### src/hw/rtl/bpd_pkg.sv
// ----------------------------------------------------------------------------
// bpd_pkg
// Shared widths, register map, reset values and types for the beam peak
// detector.
// ----------------------------------------------------------------------------
package bpd_pkg;

    localparam int unsigned SAMPLE_W    = 16;
    localparam int unsigned FRAC_W      = 9;
    localparam int unsigned BIN_FIELD_W = 11;
    localparam int unsigned APB_DATA_W  = 32;
    localparam int unsigned APB_ADDR_W  = 4;
    localparam int unsigned REG_IDX_W   = 2;

    localparam int unsigned MAX_BINS_DEFAULT = 2048;

    // register indexes (byte address = 4 * index)
    localparam logic [REG_IDX_W-1:0] REG_MIN_HEIGHT         = 2'd0;
    localparam logic [REG_IDX_W-1:0] REG_END_FRACTION       = 2'd1;
    localparam logic [REG_IDX_W-1:0] REG_THRESHOLD_FRACTION = 2'd2;

    localparam logic [SAMPLE_W-1:0] MIN_HEIGHT_RST         = 16'd110;
    localparam logic [FRAC_W-1:0]   END_FRACTION_RST       = 9'd154;
    localparam logic [FRAC_W-1:0]   THRESHOLD_FRACTION_RST = 9'd251;

    typedef struct packed {
        logic [SAMPLE_W-1:0] min_height;
        logic [FRAC_W-1:0]   end_fraction;
        logic [FRAC_W-1:0]   threshold_fraction;
    } bpd_cfg_t;

endpackage

### src/hw/rtl/bpd_cfg_regs.sv
// ----------------------------------------------------------------------------
// bpd_cfg_regs
// APB register file holding min_height, end_fraction and threshold_fraction.
// ----------------------------------------------------------------------------
module bpd_cfg_regs (
    input  logic                                clk,
    input  logic                                rst_n,
    input  logic                                psel,
    input  logic                                penable,
    input  logic                                pwrite,
    input  logic [bpd_pkg::APB_ADDR_W-1:0]      paddr,
    input  logic [bpd_pkg::APB_DATA_W-1:0]      pwdata,
    output logic [bpd_pkg::APB_DATA_W-1:0]      prdata,
    output logic                                pready,
    output bpd_pkg::bpd_cfg_t                   cfg
);
    import bpd_pkg::*;

    bpd_cfg_t             cfg_reg;
    bpd_cfg_t             cfg_next;
    logic                 wr_en;
    logic [REG_IDX_W-1:0] reg_idx;

    assign pready  = 1'b1;
    assign wr_en   = psel && penable && pwrite && pready;
    assign reg_idx = paddr[APB_ADDR_W-1:2];
    assign cfg     = cfg_reg;

    always_comb
    begin
        cfg_next = cfg_reg;
        if (wr_en)
        begin
            unique case (reg_idx)
                REG_MIN_HEIGHT:         cfg_next.min_height = pwdata[SAMPLE_W-1:0];
                REG_END_FRACTION:       cfg_next.end_fraction = pwdata[FRAC_W-1:0];
                REG_THRESHOLD_FRACTION: cfg_next.threshold_fraction = pwdata[FRAC_W-1:0];
                default:                cfg_next = cfg_reg;
            endcase
        end
    end

    always_comb
    begin
        unique case (reg_idx)
            REG_MIN_HEIGHT:         prdata = APB_DATA_W'(cfg_reg.min_height);
            REG_END_FRACTION:       prdata = APB_DATA_W'(cfg_reg.end_fraction);
            REG_THRESHOLD_FRACTION: prdata = APB_DATA_W'(cfg_reg.threshold_fraction);
            default:                prdata = '0;
        endcase
    end

    always_ff @(posedge clk or negedge rst_n)
    begin
        if (!rst_n)
        begin
            cfg_reg.min_height         <= MIN_HEIGHT_RST;
            cfg_reg.end_fraction       <= END_FRACTION_RST;
            cfg_reg.threshold_fraction <= THRESHOLD_FRACTION_RST;
        end
        else
        begin
            cfg_reg <= cfg_next;
        end
    end

endmodule

### src/hw/rtl/bpd_track.sv
// ----------------------------------------------------------------------------
// bpd_track
// Input register, valley/peak tracking state and result register. While no
// report stalls, one sample per cycle is evaluated against valley and maximum.
// ----------------------------------------------------------------------------
module bpd_track #(
    parameter int unsigned MAX_BINS = bpd_pkg::MAX_BINS_DEFAULT
) (
    input  logic                                clk,
    input  logic                                rst_n,
    input  bpd_pkg::bpd_cfg_t                   cfg,
    input  logic                                in_valid,
    output logic                                in_ready,
    input  logic [bpd_pkg::SAMPLE_W-1:0]        intensity,
    input  logic                                beam_start,
    output logic                                out_valid,
    input  logic                                out_ready,
    output logic [bpd_pkg::BIN_FIELD_W-1:0]     valley_bin,
    output logic [bpd_pkg::BIN_FIELD_W-1:0]     peak_bin,
    output logic [bpd_pkg::SAMPLE_W-1:0]        peak_level,
    output logic [bpd_pkg::BIN_FIELD_W-1:0]     end_bin,
    output logic [bpd_pkg::SAMPLE_W-1:0]        segment_threshold
);
    import bpd_pkg::*;

    localparam int unsigned BIN_W  = $clog2(MAX_BINS);
    localparam int unsigned PROD_W = SAMPLE_W + FRAC_W;
    localparam int unsigned THR_W  = SAMPLE_W + 2;
    localparam logic [BIN_W-1:0] LAST_BIN = BIN_W'(MAX_BINS - 1);

    // input stage
    logic                in_vld_reg;
    logic                in_vld_next;
    logic [SAMPLE_W-1:0] sample_reg;
    logic                start_reg;

    // tracking state
    logic                valley_valid_reg;
    logic [SAMPLE_W-1:0] valley_level_reg;
    logic [SAMPLE_W-1:0] valley_level_next;
    logic [BIN_W-1:0]    valley_index_reg;
    logic [BIN_W-1:0]    valley_index_next;
    logic [SAMPLE_W-1:0] peak_max_reg;
    logic [SAMPLE_W-1:0] peak_max_next;
    logic [BIN_W-1:0]    peak_index_reg;
    logic [BIN_W-1:0]    peak_index_next;
    logic [BIN_W-1:0]    bin_cnt_reg;
    logic [BIN_W-1:0]    bin_cnt_next;

    // result stage
    logic                   out_vld_reg;
    logic                   out_vld_next;
    logic [BIN_FIELD_W-1:0] valley_bin_reg;
    logic [BIN_FIELD_W-1:0] peak_bin_reg;
    logic [SAMPLE_W-1:0]    peak_level_reg;
    logic [BIN_FIELD_W-1:0] end_bin_reg;
    logic [SAMPLE_W-1:0]    seg_thr_reg;
    logic [SAMPLE_W-1:0]    seg_thr_next;

    // datapath
    logic                accept;
    logic                advance;
    logic                eff_valid;
    logic [SAMPLE_W-1:0] eff_valley;
    logic [BIN_W-1:0]    eff_vidx;
    logic [SAMPLE_W-1:0] eff_max;
    logic [BIN_W-1:0]    eff_pidx;
    logic [BIN_W-1:0]    bin;
    logic                take_valley;
    logic                take_max;
    logic                have_peak;
    logic                ended;
    logic                report;
    logic [SAMPLE_W-1:0] height;
    logic [SAMPLE_W-1:0] rise;
    logic [PROD_W-1:0]   end_lhs;
    logic [PROD_W-1:0]   end_rhs;
    logic [PROD_W-1:0]   thr_prod;
    logic [THR_W-1:0]    thr_sum;

    assign advance  = in_vld_reg && (!out_vld_reg || out_ready);
    assign in_ready = !in_vld_reg || advance;
    assign accept   = in_valid && in_ready;

    always_comb
    begin
        eff_valid  = start_reg ? 1'b0 : valley_valid_reg;
        eff_valley = start_reg ? '0 : valley_level_reg;
        eff_vidx   = start_reg ? '0 : valley_index_reg;
        eff_max    = start_reg ? '0 : peak_max_reg;
        eff_pidx   = start_reg ? '0 : peak_index_reg;
        bin        = start_reg ? '0 : bin_cnt_reg;
        bin_cnt_next = (bin == LAST_BIN) ? LAST_BIN : bin + BIN_W'(1);

        take_valley = !eff_valid || (sample_reg < eff_valley);
        take_max    = !take_valley && (sample_reg > eff_max);
        have_peak   = !take_valley && !take_max && (eff_max > eff_valley);

        height   = eff_max - eff_valley;
        rise     = sample_reg - eff_valley;
        end_lhs  = PROD_W'({rise, 8'd0});
        end_rhs  = PROD_W'(height) * PROD_W'(cfg.end_fraction);
        thr_prod = PROD_W'(height) * PROD_W'(cfg.threshold_fraction);
        thr_sum  = THR_W'(eff_valley) + THR_W'(thr_prod[PROD_W-1:8]);
        seg_thr_next = (thr_sum[THR_W-1:SAMPLE_W] != '0) ? '1 : thr_sum[SAMPLE_W-1:0];

        ended  = have_peak && (end_lhs < end_rhs);
        report = ended && (height > cfg.min_height);

        valley_level_next = (take_valley || ended) ? sample_reg : eff_valley;
        valley_index_next = (take_valley || ended) ? bin : eff_vidx;
        peak_max_next     = take_max ? sample_reg : (ended ? '0 : eff_max);
        peak_index_next   = take_max ? bin : eff_pidx;

        in_vld_next = accept ? 1'b1 : (advance ? 1'b0 : in_vld_reg);
        if (advance)
            out_vld_next = report;
        else if (out_ready)
            out_vld_next = 1'b0;
        else
            out_vld_next = out_vld_reg;
    end

    always_ff @(posedge clk or negedge rst_n)
    begin
        if (!rst_n)
        begin
            in_vld_reg       <= 1'b0;
            out_vld_reg      <= 1'b0;
            valley_valid_reg <= 1'b0;
            valley_level_reg <= '0;
            valley_index_reg <= '0;
            peak_max_reg     <= '0;
            peak_index_reg   <= '0;
            bin_cnt_reg      <= '0;
        end
        else
        begin
            in_vld_reg  <= in_vld_next;
            out_vld_reg <= out_vld_next;
            if (advance)
            begin
                valley_valid_reg <= 1'b1;
                valley_level_reg <= valley_level_next;
                valley_index_reg <= valley_index_next;
                peak_max_reg     <= peak_max_next;
                peak_index_reg   <= peak_index_next;
                bin_cnt_reg      <= bin_cnt_next;
            end
        end
    end

    always_ff @(posedge clk)
    begin
        if (accept)
        begin
            sample_reg <= intensity;
            start_reg  <= beam_start;
        end
        if (advance && report)
        begin
            valley_bin_reg <= BIN_FIELD_W'(eff_vidx);
            peak_bin_reg   <= BIN_FIELD_W'(eff_pidx);
            peak_level_reg <= eff_max;
            end_bin_reg    <= BIN_FIELD_W'(bin);
            seg_thr_reg    <= seg_thr_next;
        end
    end

    assign out_valid         = out_vld_reg;
    assign valley_bin        = valley_bin_reg;
    assign peak_bin          = peak_bin_reg;
    assign peak_level        = peak_level_reg;
    assign end_bin           = end_bin_reg;
    assign segment_threshold = seg_thr_reg;

    // a cleared maximum is zero; otherwise it never sits below the valley
    a_max_above_valley: assert property (@(posedge clk) disable iff (!rst_n)
        valley_valid_reg |-> (peak_max_reg == '0) || (peak_max_reg >= valley_level_reg))
        else $error("peak maximum below valley");

    a_bin_saturates: assert property (@(posedge clk) disable iff (!rst_n)
        bin_cnt_reg <= LAST_BIN)
        else $error("bin counter beyond last bin");

    a_report_clears_max: assert property (@(posedge clk) disable iff (!rst_n)
        advance && report |=> out_vld_reg && (peak_max_reg == '0)
            && (valley_level_reg == $past(sample_reg)))
        else $error("reported peak did not restart tracking");

    a_beat_taken_when_free: assert property (@(posedge clk) disable iff (!rst_n)
        in_vld_reg && !out_vld_reg |-> in_ready)
        else $error("input stalled with empty result stage");

endmodule

### src/hw/rtl/beam_peak_detector.sv
// ----------------------------------------------------------------------------
// beam_peak_detector
// Sonar beam peak finder: tracks valley and maximum along a beam and
// reports each ended peak taller than min_height.
// ----------------------------------------------------------------------------
// Usage:
//   Input beats (in_valid/in_ready) carry one intensity sample and a
//   beam_start flag that restarts tracking at bin 0. Output beats
//   (out_valid/out_ready) carry one peak report: valley bin, peak bin,
//   peak level, end bin and segment threshold. Most samples give no beat.
//   Throughput is one sample per cycle unless a pending report stalls it,
//   set by the single evaluation stage between the input register and the
//   result register; a report is registered as its ending sample advances.
//   When the receiver stalls with a report pending, one more sample is
//   held in the input register, then in_ready drops until the report is
//   taken.
//   Reset empties both stages, clears tracking and the bin counter, and
//   loads min_height 110, end_fraction 154, threshold_fraction 251.
//   Registers sit at byte addresses 0, 4 and 8 on the APB port; write
//   them only while no beat is in flight.
// ----------------------------------------------------------------------------
module beam_peak_detector #(
    parameter int unsigned MAX_BINS = bpd_pkg::MAX_BINS_DEFAULT
) (
    input  logic                                clk,
    input  logic                                rst_n,
    input  logic                                psel,
    input  logic                                penable,
    input  logic                                pwrite,
    input  logic [bpd_pkg::APB_ADDR_W-1:0]      paddr,
    input  logic [bpd_pkg::APB_DATA_W-1:0]      pwdata,
    output logic [bpd_pkg::APB_DATA_W-1:0]      prdata,
    output logic                                pready,
    input  logic                                in_valid,
    output logic                                in_ready,
    input  logic [bpd_pkg::SAMPLE_W-1:0]        intensity,
    input  logic                                beam_start,
    output logic                                out_valid,
    input  logic                                out_ready,
    output logic [bpd_pkg::BIN_FIELD_W-1:0]     valley_bin,
    output logic [bpd_pkg::BIN_FIELD_W-1:0]     peak_bin,
    output logic [bpd_pkg::SAMPLE_W-1:0]        peak_level,
    output logic [bpd_pkg::BIN_FIELD_W-1:0]     end_bin,
    output logic [bpd_pkg::SAMPLE_W-1:0]        segment_threshold
);
    import bpd_pkg::*;

    bpd_cfg_t cfg;

    bpd_cfg_regs u_cfg_regs (
        .clk     (clk),
        .rst_n   (rst_n),
        .psel    (psel),
        .penable (penable),
        .pwrite  (pwrite),
        .paddr   (paddr),
        .pwdata  (pwdata),
        .prdata  (prdata),
        .pready  (pready),
        .cfg     (cfg)
    );

    bpd_track #(
        .MAX_BINS (MAX_BINS)
    ) u_track (
        .clk               (clk),
        .rst_n             (rst_n),
        .cfg               (cfg),
        .in_valid          (in_valid),
        .in_ready          (in_ready),
        .intensity         (intensity),
        .beam_start        (beam_start),
        .out_valid         (out_valid),
        .out_ready         (out_ready),
        .valley_bin        (valley_bin),
        .peak_bin          (peak_bin),
        .peak_level        (peak_level),
        .end_bin           (end_bin),
        .segment_threshold (segment_threshold)
    );

endmodule

### config.mk
export PLATFORM = sky130hd
export DESIGN_NAME = beam_peak_detector
export DESIGN_NICKNAME = d
export VERILOG_FILES = /design/src/hw/rtl/bpd_pkg.sv /design/src/hw/rtl/bpd_cfg_regs.sv /design/src/hw/rtl/bpd_track.sv /design/src/hw/rtl/beam_peak_detector.sv
export SDC_FILE = /design/constraint.sdc
export NUM_CORES = 1
export LEC_CHECK = 0
export BUFFER_PORTS_ARGS = -buffer_cell sky130_fd_sc_hd__buf_2
export CORE_MARGIN = 2
export CORE_UTILIZATION = 50
export DETAILED_ROUTE_END_ITERATION = 12
export MAX_ROUTING_LAYER = met4
export PLACE_DENSITY = 0.67
export SLEW_MARGIN = 20
export SYNTH_ARGS = -nofsm -noshare
export SYNTH_HDL_FRONTEND = slang
export SYNTH_HIERARCHICAL = 1
export SYNTH_SLANG_ARGS = --single-unit
### constraint.sdc
create_clock -name clk -period 18.8 [get_ports clk]
set_input_delay 2.82 -clock clk [delete_from_list [all_inputs] [get_ports clk]]
set_output_delay 2.82 -clock clk [all_outputs]
set_load 0.01 [all_outputs]
After elaboration in Yosys (flattened, before gate mapping)
Index checks and enable logic that the tools add are counted.
{"block": "word_totals", "regBits": 184, "input_bits": 60, "out_inout_bits": 100, "wordCells": 75}
{"block": "classes", "n_addsub": 4, "multipliers": 2, "order_cmp": 5, "n_eq_ne": 3, "mux": 17, "n_reduce_logical": 26}
{"operator": "16-bit two-way mux", "n": 5}
{"operator": "11-bit two-way mux", "n": 6}
{"operator": "16-bit by 9-bit multiplier with 25-bit output", "n": 2}
{"operator": "16-bit > comparator", "n": 3}
{"operator": "16-bit case mux with 3 select lines", "n": 1}
{"operator": "16-bit subtractor", "n": 2}
{"operator": "24-bit by 25-bit less-than comparator with 1-bit output", "n": 1}
{"operator": "16-bit by 17-bit adder with 18-bit output", "n": 1}
{"operator": "16-bit less-than comparator", "n": 1}
{"operator": "11-bit by 1-bit adder with 11-bit output (second input constant)", "n": 1}
{"operator": "11-bit equality test (second input constant)", "n": 1}
{"operator": "1-bit logical AND", "n": 10}
{"operator": "2-bit AND reduction", "n": 3}
{"operator": "2-bit nonzero test", "n": 3}
{"operator": "1-bit zero test", "n": 5}
{"operator": "1-bit two-way mux", "n": 5}
{"operator": "1-bit logical OR", "n": 4}
{"operator": "2-bit by 1-bit equality test with 1-bit output (second input constant)", "n": 1}
{"operator": "2-bit equality test (second input constant)", "n": 1}
{"operator": "2-bit zero test", "n": 1}

Logic depth before layout (Yosys ltp)
{"block": "logic_depth", "depth_word": 11, "mapped_depth": 43, "mapped_depth_nobuf": 37}

Cells and area by module
The synthesis kept the hierarchy.
{"mod": "bpd_track", "n_inst": 1, "cells_each": 1900, "area_per_inst_um2": 17969.7, "seq_area_each_um2": 4164.0}
{"mod": "bpd_cfg_regs", "n_inst": 1, "cells_each": 133, "area_per_inst_um2": 1735.4, "seq_area_each_um2": 870.8}

Least setup slack after synthesis
No wires, ideal clock.
{"block": "synth_path", "path_kind": "reg2reg", "startpoint": "register u_track.start_reg", "endpoint": "register u_track.end_bin_reg[0] (netlist: u_track/end_bin[0]) (enable)", "setup_ns": 0.568, "arrival_time_ns": 12.999, "required_ns": 18.232, "path_slack_ns": 5.232, "stages_incl_launch_ff": 40, "path_buffers": 5, "period_less_slack_ns": 13.568, "path_cell_list": "edfxtp_1 buf_2 buf_1 clkbuf_1 clkbuf_1 nor2b_1 ha_1 fa_1 nor2b_1 a211oi_1 o21ai_1 o21bai_1 a21o_1 a21oi_1 xnor2_1 clkbuf_1 nand2_1 fa_1 [4 not listed] fa_1 inv_1 ha_1 a21o_1 nor3_1 a21oi_1 nor2_1 o21ai_0 a31o_2 a21oi_1 xor2_1 ha_1 a21o_1 a21oi_1 o2111ai_1 a41oi_1 a221oi_4 nor3_1"}
{"block": "synth_via", "elab_chain_cells": 11, "word_cells_on_any_way": 21, "cone_classes": "add/sub (2); mul (1); order compare (5); mux (3); reduce/logical (10)"}
{"element": "start, declared", "line_no": "bpd_track.sv:35", "rtl": "logic start_reg;"}
{"element": "start signal, assigned", "line_no": "bpd_track.sv:158", "rtl": "start_reg <= beam_start;"}
{"element": "branches (longest 9 deep; another with 16-bit by 9-bit multiplier with 25-bit output)"}
{"element": "1-bit logical AND *", "line_no": "bpd_track.sv:108", "rtl": "report = ended && (height > cfg.min_height);"}
{"element": "1-bit logical AND *", "line_no": "bpd_track.sv:160", "rtl": "if (advance && report)"}
{"element": "end signal, assigned", "line_no": "bpd_track.sv:165", "rtl": "end_bin_reg <= BIN_FIELD_W'(bin);"}
{"element": "end, declared", "line_no": "bpd_track.sv:56", "rtl": "logic [BIN_FIELD_W-1:0] end_bin_reg;"}
Every way passes the cells marked *.
A chain may end at the register's enable or synchronous reset.

Final worst setup path
{"block": "layout_path", "startpoint": "register u_track.start_reg", "endpoint": "register u_track.valley_level_reg[3]"}
{"block": "layout_via", "word_cells_on_any_way": 20, "cone_classes": "add/sub (2); mul (1); order compare (4); mux (4); reduce/logical (9)"}
{"element": "16-bit two-way mux *", "line_no": "bpd_track.sv:90", "rtl": "eff_max = start_reg ? '0 : peak_max_reg;"}
{"element": "via u_track.eff_max[1]", "line_no": "bpd_track.sv:66", "rtl": "logic [SAMPLE_W-1:0] eff_max;"}
{"element": "branches (longest 5 deep; another with 16-bit by 9-bit multiplier with 25-bit output)"}
{"element": "1-bit logical AND *", "line_no": "bpd_track.sv:107", "rtl": "ended = have_peak && (end_lhs < end_rhs);"}
{"element": "1-bit logical OR *", "line_no": "bpd_track.sv:110", "rtl": "valley_level_next = (take_valley || ended) ? sample_reg : eff_valley;"}
{"element": "16-bit two-way mux *", "line_no": "bpd_track.sv:110"}
{"element": "end signal, assigned", "line_no": "bpd_track.sv:144", "rtl": "valley_level_reg <= valley_level_next;"}
{"element": "end, declared", "line_no": "bpd_track.sv:39", "rtl": "logic [SAMPLE_W-1:0] valley_level_reg;"}
Mark *: on every way through the listed nets, which the timed path passes.

==> impl_results.md <==
- CP delay by family, top: compound AO/OA/AOI/OAI gates
- Worst Setup End Kind: register
- Clk sinks: 184
- Number of vias in the routed layout: 14.4k
- Final Max Tran Viols: 0
- Synth top area share: 20.3%
- TritonCTS buffer count: 17
- Initial antenna violation count: 1
- Drt drc: 0
- Cell variety after synth: 78
- Most frequent cells after synthesis: inv_1, nand2_1, fa_1
- GRT Util Overall: 24.3%
- Post-synthesis cell area: 19700 µm²
- Routed vias/inst: 5.40
- Post-synth EDFFs: 82
- First-pass GRT wire length: 77400 µm
- Critical Path RT: 19150 ps
- Fmax: 91.1 MHz
- MaxCap Viol Count: 0
- Worst min path class: register to register
- Max clock buf depth: 2
- Crit path kind: register to register
- Gate Count Post-Synth: 2033
- #FFs+latches synth: 184
- Largest register FFs: 34
- Buf/Inv on CP: 8
- Post-Route Setup TNS: 0 ps
- Congestion Overflow GR: 0
- Die height: 203 µm
- Row cnt: 72
- Core Area: 38700 µm²
- RePlAce Congestion: 0.885
- CP startpoint kind: register
- Io pins: 160
- P&R area growth vs syn: 8.75%
- Largest net degree at the start of global routing: 66
- Post CTS Setup Buffer Count: 0
- Final Critical Period: 10970 ps
- Die area: 41000 µm²
- Post-synth top area cell: fa_1
- H-tree depth: 4
- CP Data Arrival Time: 11320 ps
- Synth Area per Inst: 9.69 µm²
- Sequential area share after synthesis: 25.6%
- CTS clk-pin slew, worst paths: 80 ps
- Vias in the first global route: 14.9k
- Clock Latency Late Sink: 460 ps
- Relative slew slack: 30.7%
- Yosys Warn Count: 6
- DRT Pass-1 Iters: 6
- Clock root buffer: clkbuf_16
- PortBufs: 124
- First DRT Iteration DRCs: 798
- CP peak stage delay: 750 ps
- Die Wd: 203 µm
- WL final: 46700 µm
- Final #Nets: 2572
- Top cells by area, synth: fa_1, edfxtp_1, ha_1, dfrtp_1, inv_1
- Number of cells upsized or downsized after cts: 0
- Final setup vio count: 0
- Top-count cell post-synth: inv_1
- Max Clock Skew: 16.2 ps
- Layout cells sized above 1: 12.5%
- Max FO, Critical Path: 54
- Fin crit share: 58.4%
- Final hold vios: 0
- RSZ-0062 raised after global routing: false
- Status: finished, final reports clean
- Hold buffers post-CTS: 0
- Post-DRT Antenna Nets: 0
- Initial Util: 50.9%
- CTS tree: done
- Synth Flop Type: dfrtp_1
- Worst-Margin Slew: 1040 ps
- Slowest stage cell, crit path: o31ai_4
- Asr flop ratio synth: 55.4%
- Drt wl/cell: 17.5 µm
- DP HPWL: 36000 µm
- Cell mode on critical path: inv_1
placed cells by master (no fill, tap or decap), drive strengths merged, types with 28 or more instances in the layout:
cell    netlist  layout
buf          35     146
a22o         30      30
fa          200     200
o21ai        47      47
and2        159     159
nand2       223     223
inv         319     330
nand3        28      28
a21oi        67      67
nor3         31      31
nor2b        60      60
a21o         32      32
dfrtp        86      86
ha          181     181
nor2         77      77
edfxtp       82      82
mux2         50      50
xnor2        48      48
mux2i        29      29
area by class of cell:
| class | instances | area, µm² |
|---|---|---|
| inverter | 320 | 1200 |
| tap | 518 | 648 |
| sequential | 184 | 5030 |
| fill | 3481 | 17300 |
| clock buffer | 17 | 425 |
| multi-input combinational | 1462 | 13100 |
| antenna | 1 | 2.50 |
| clock inverter | 15 | 221 |
| timing repair buffer | 146 | 788 |
kinds of logic after synthesis:
kind of cell             count (synthesis)  share of synthesized area (%)
buffers and inverters                  402                           8.29
multiplexers                            79                           4.69
AO/OA/AOI/OAI                          281                           10.3
flip-flops                             184                           25.6
AND/OR/NAND/NOR                        633                           16.2
XOR/XNOR                                71                           3.16
adder cells (fa/ha/maj)                381                           31.8
other                                    2                         0.0381
worst paths after layout:
path	from	end	slack [ps]	cells after the start
setup reg to reg	u_track/start_reg$_DFFE_PP_	u_track/valley_level_reg[3]$_DFFE_PN0P_	7830	39
hold / removal	u_track/peak_max_reg[5]$_DFFE_PN0P_	u_track/peak_max_reg[5]$_DFFE_PN0P_	500	1
max in group asynchronous	rst_n	u_track/peak_index_reg[7]$_DFFE_PN0P_	15250	2
setup / recovery	u_track/start_reg$_DFFE_PP_	u_track/valley_level_reg[3]$_DFFE_PN0P_	7830	39
hold reg to reg	u_track/peak_max_reg[5]$_DFFE_PN0P_	u_track/peak_max_reg[5]$_DFFE_PN0P_	500	1
min in group asynchronous	rst_n	u_track/peak_max_reg[10]$_DFFE_PN0P_	2370	1
through the flow:
step / cell area, µm² / hold slack (ps) / worst slack, ps / utilization [%] / cells
2_1_floorplan: 19800 / 449 / 5230 / - / 2048
3_3_place_gp: 20800 / 480 / 8050 / 53.6 / 2630
3_5_place_dp: 20800 / 484 / 7850 / 53.6 / 2630
4_1_cts: 21400 / 504 / 7820 / 55.3 / 2662
5_1_grt: 21400 / 518 / 7030 / 55.3 / 2662
6_report: 21400 / 503 / 7830 / 55.3 / 2663
metal layers:
metal  track usage, %  share of wire (%)  vias up
met5                -                  0        -
li1                 -                  -     6836
met3             2.71                3.7       68
met1             31.3                 44     7168
met4             6.88                2.4        0
met2             41.0                 50      312
Power is left out: the tool's default activity adds up to more than one toggle a clock period on the data nets, which glitch-free logic cannot reach.
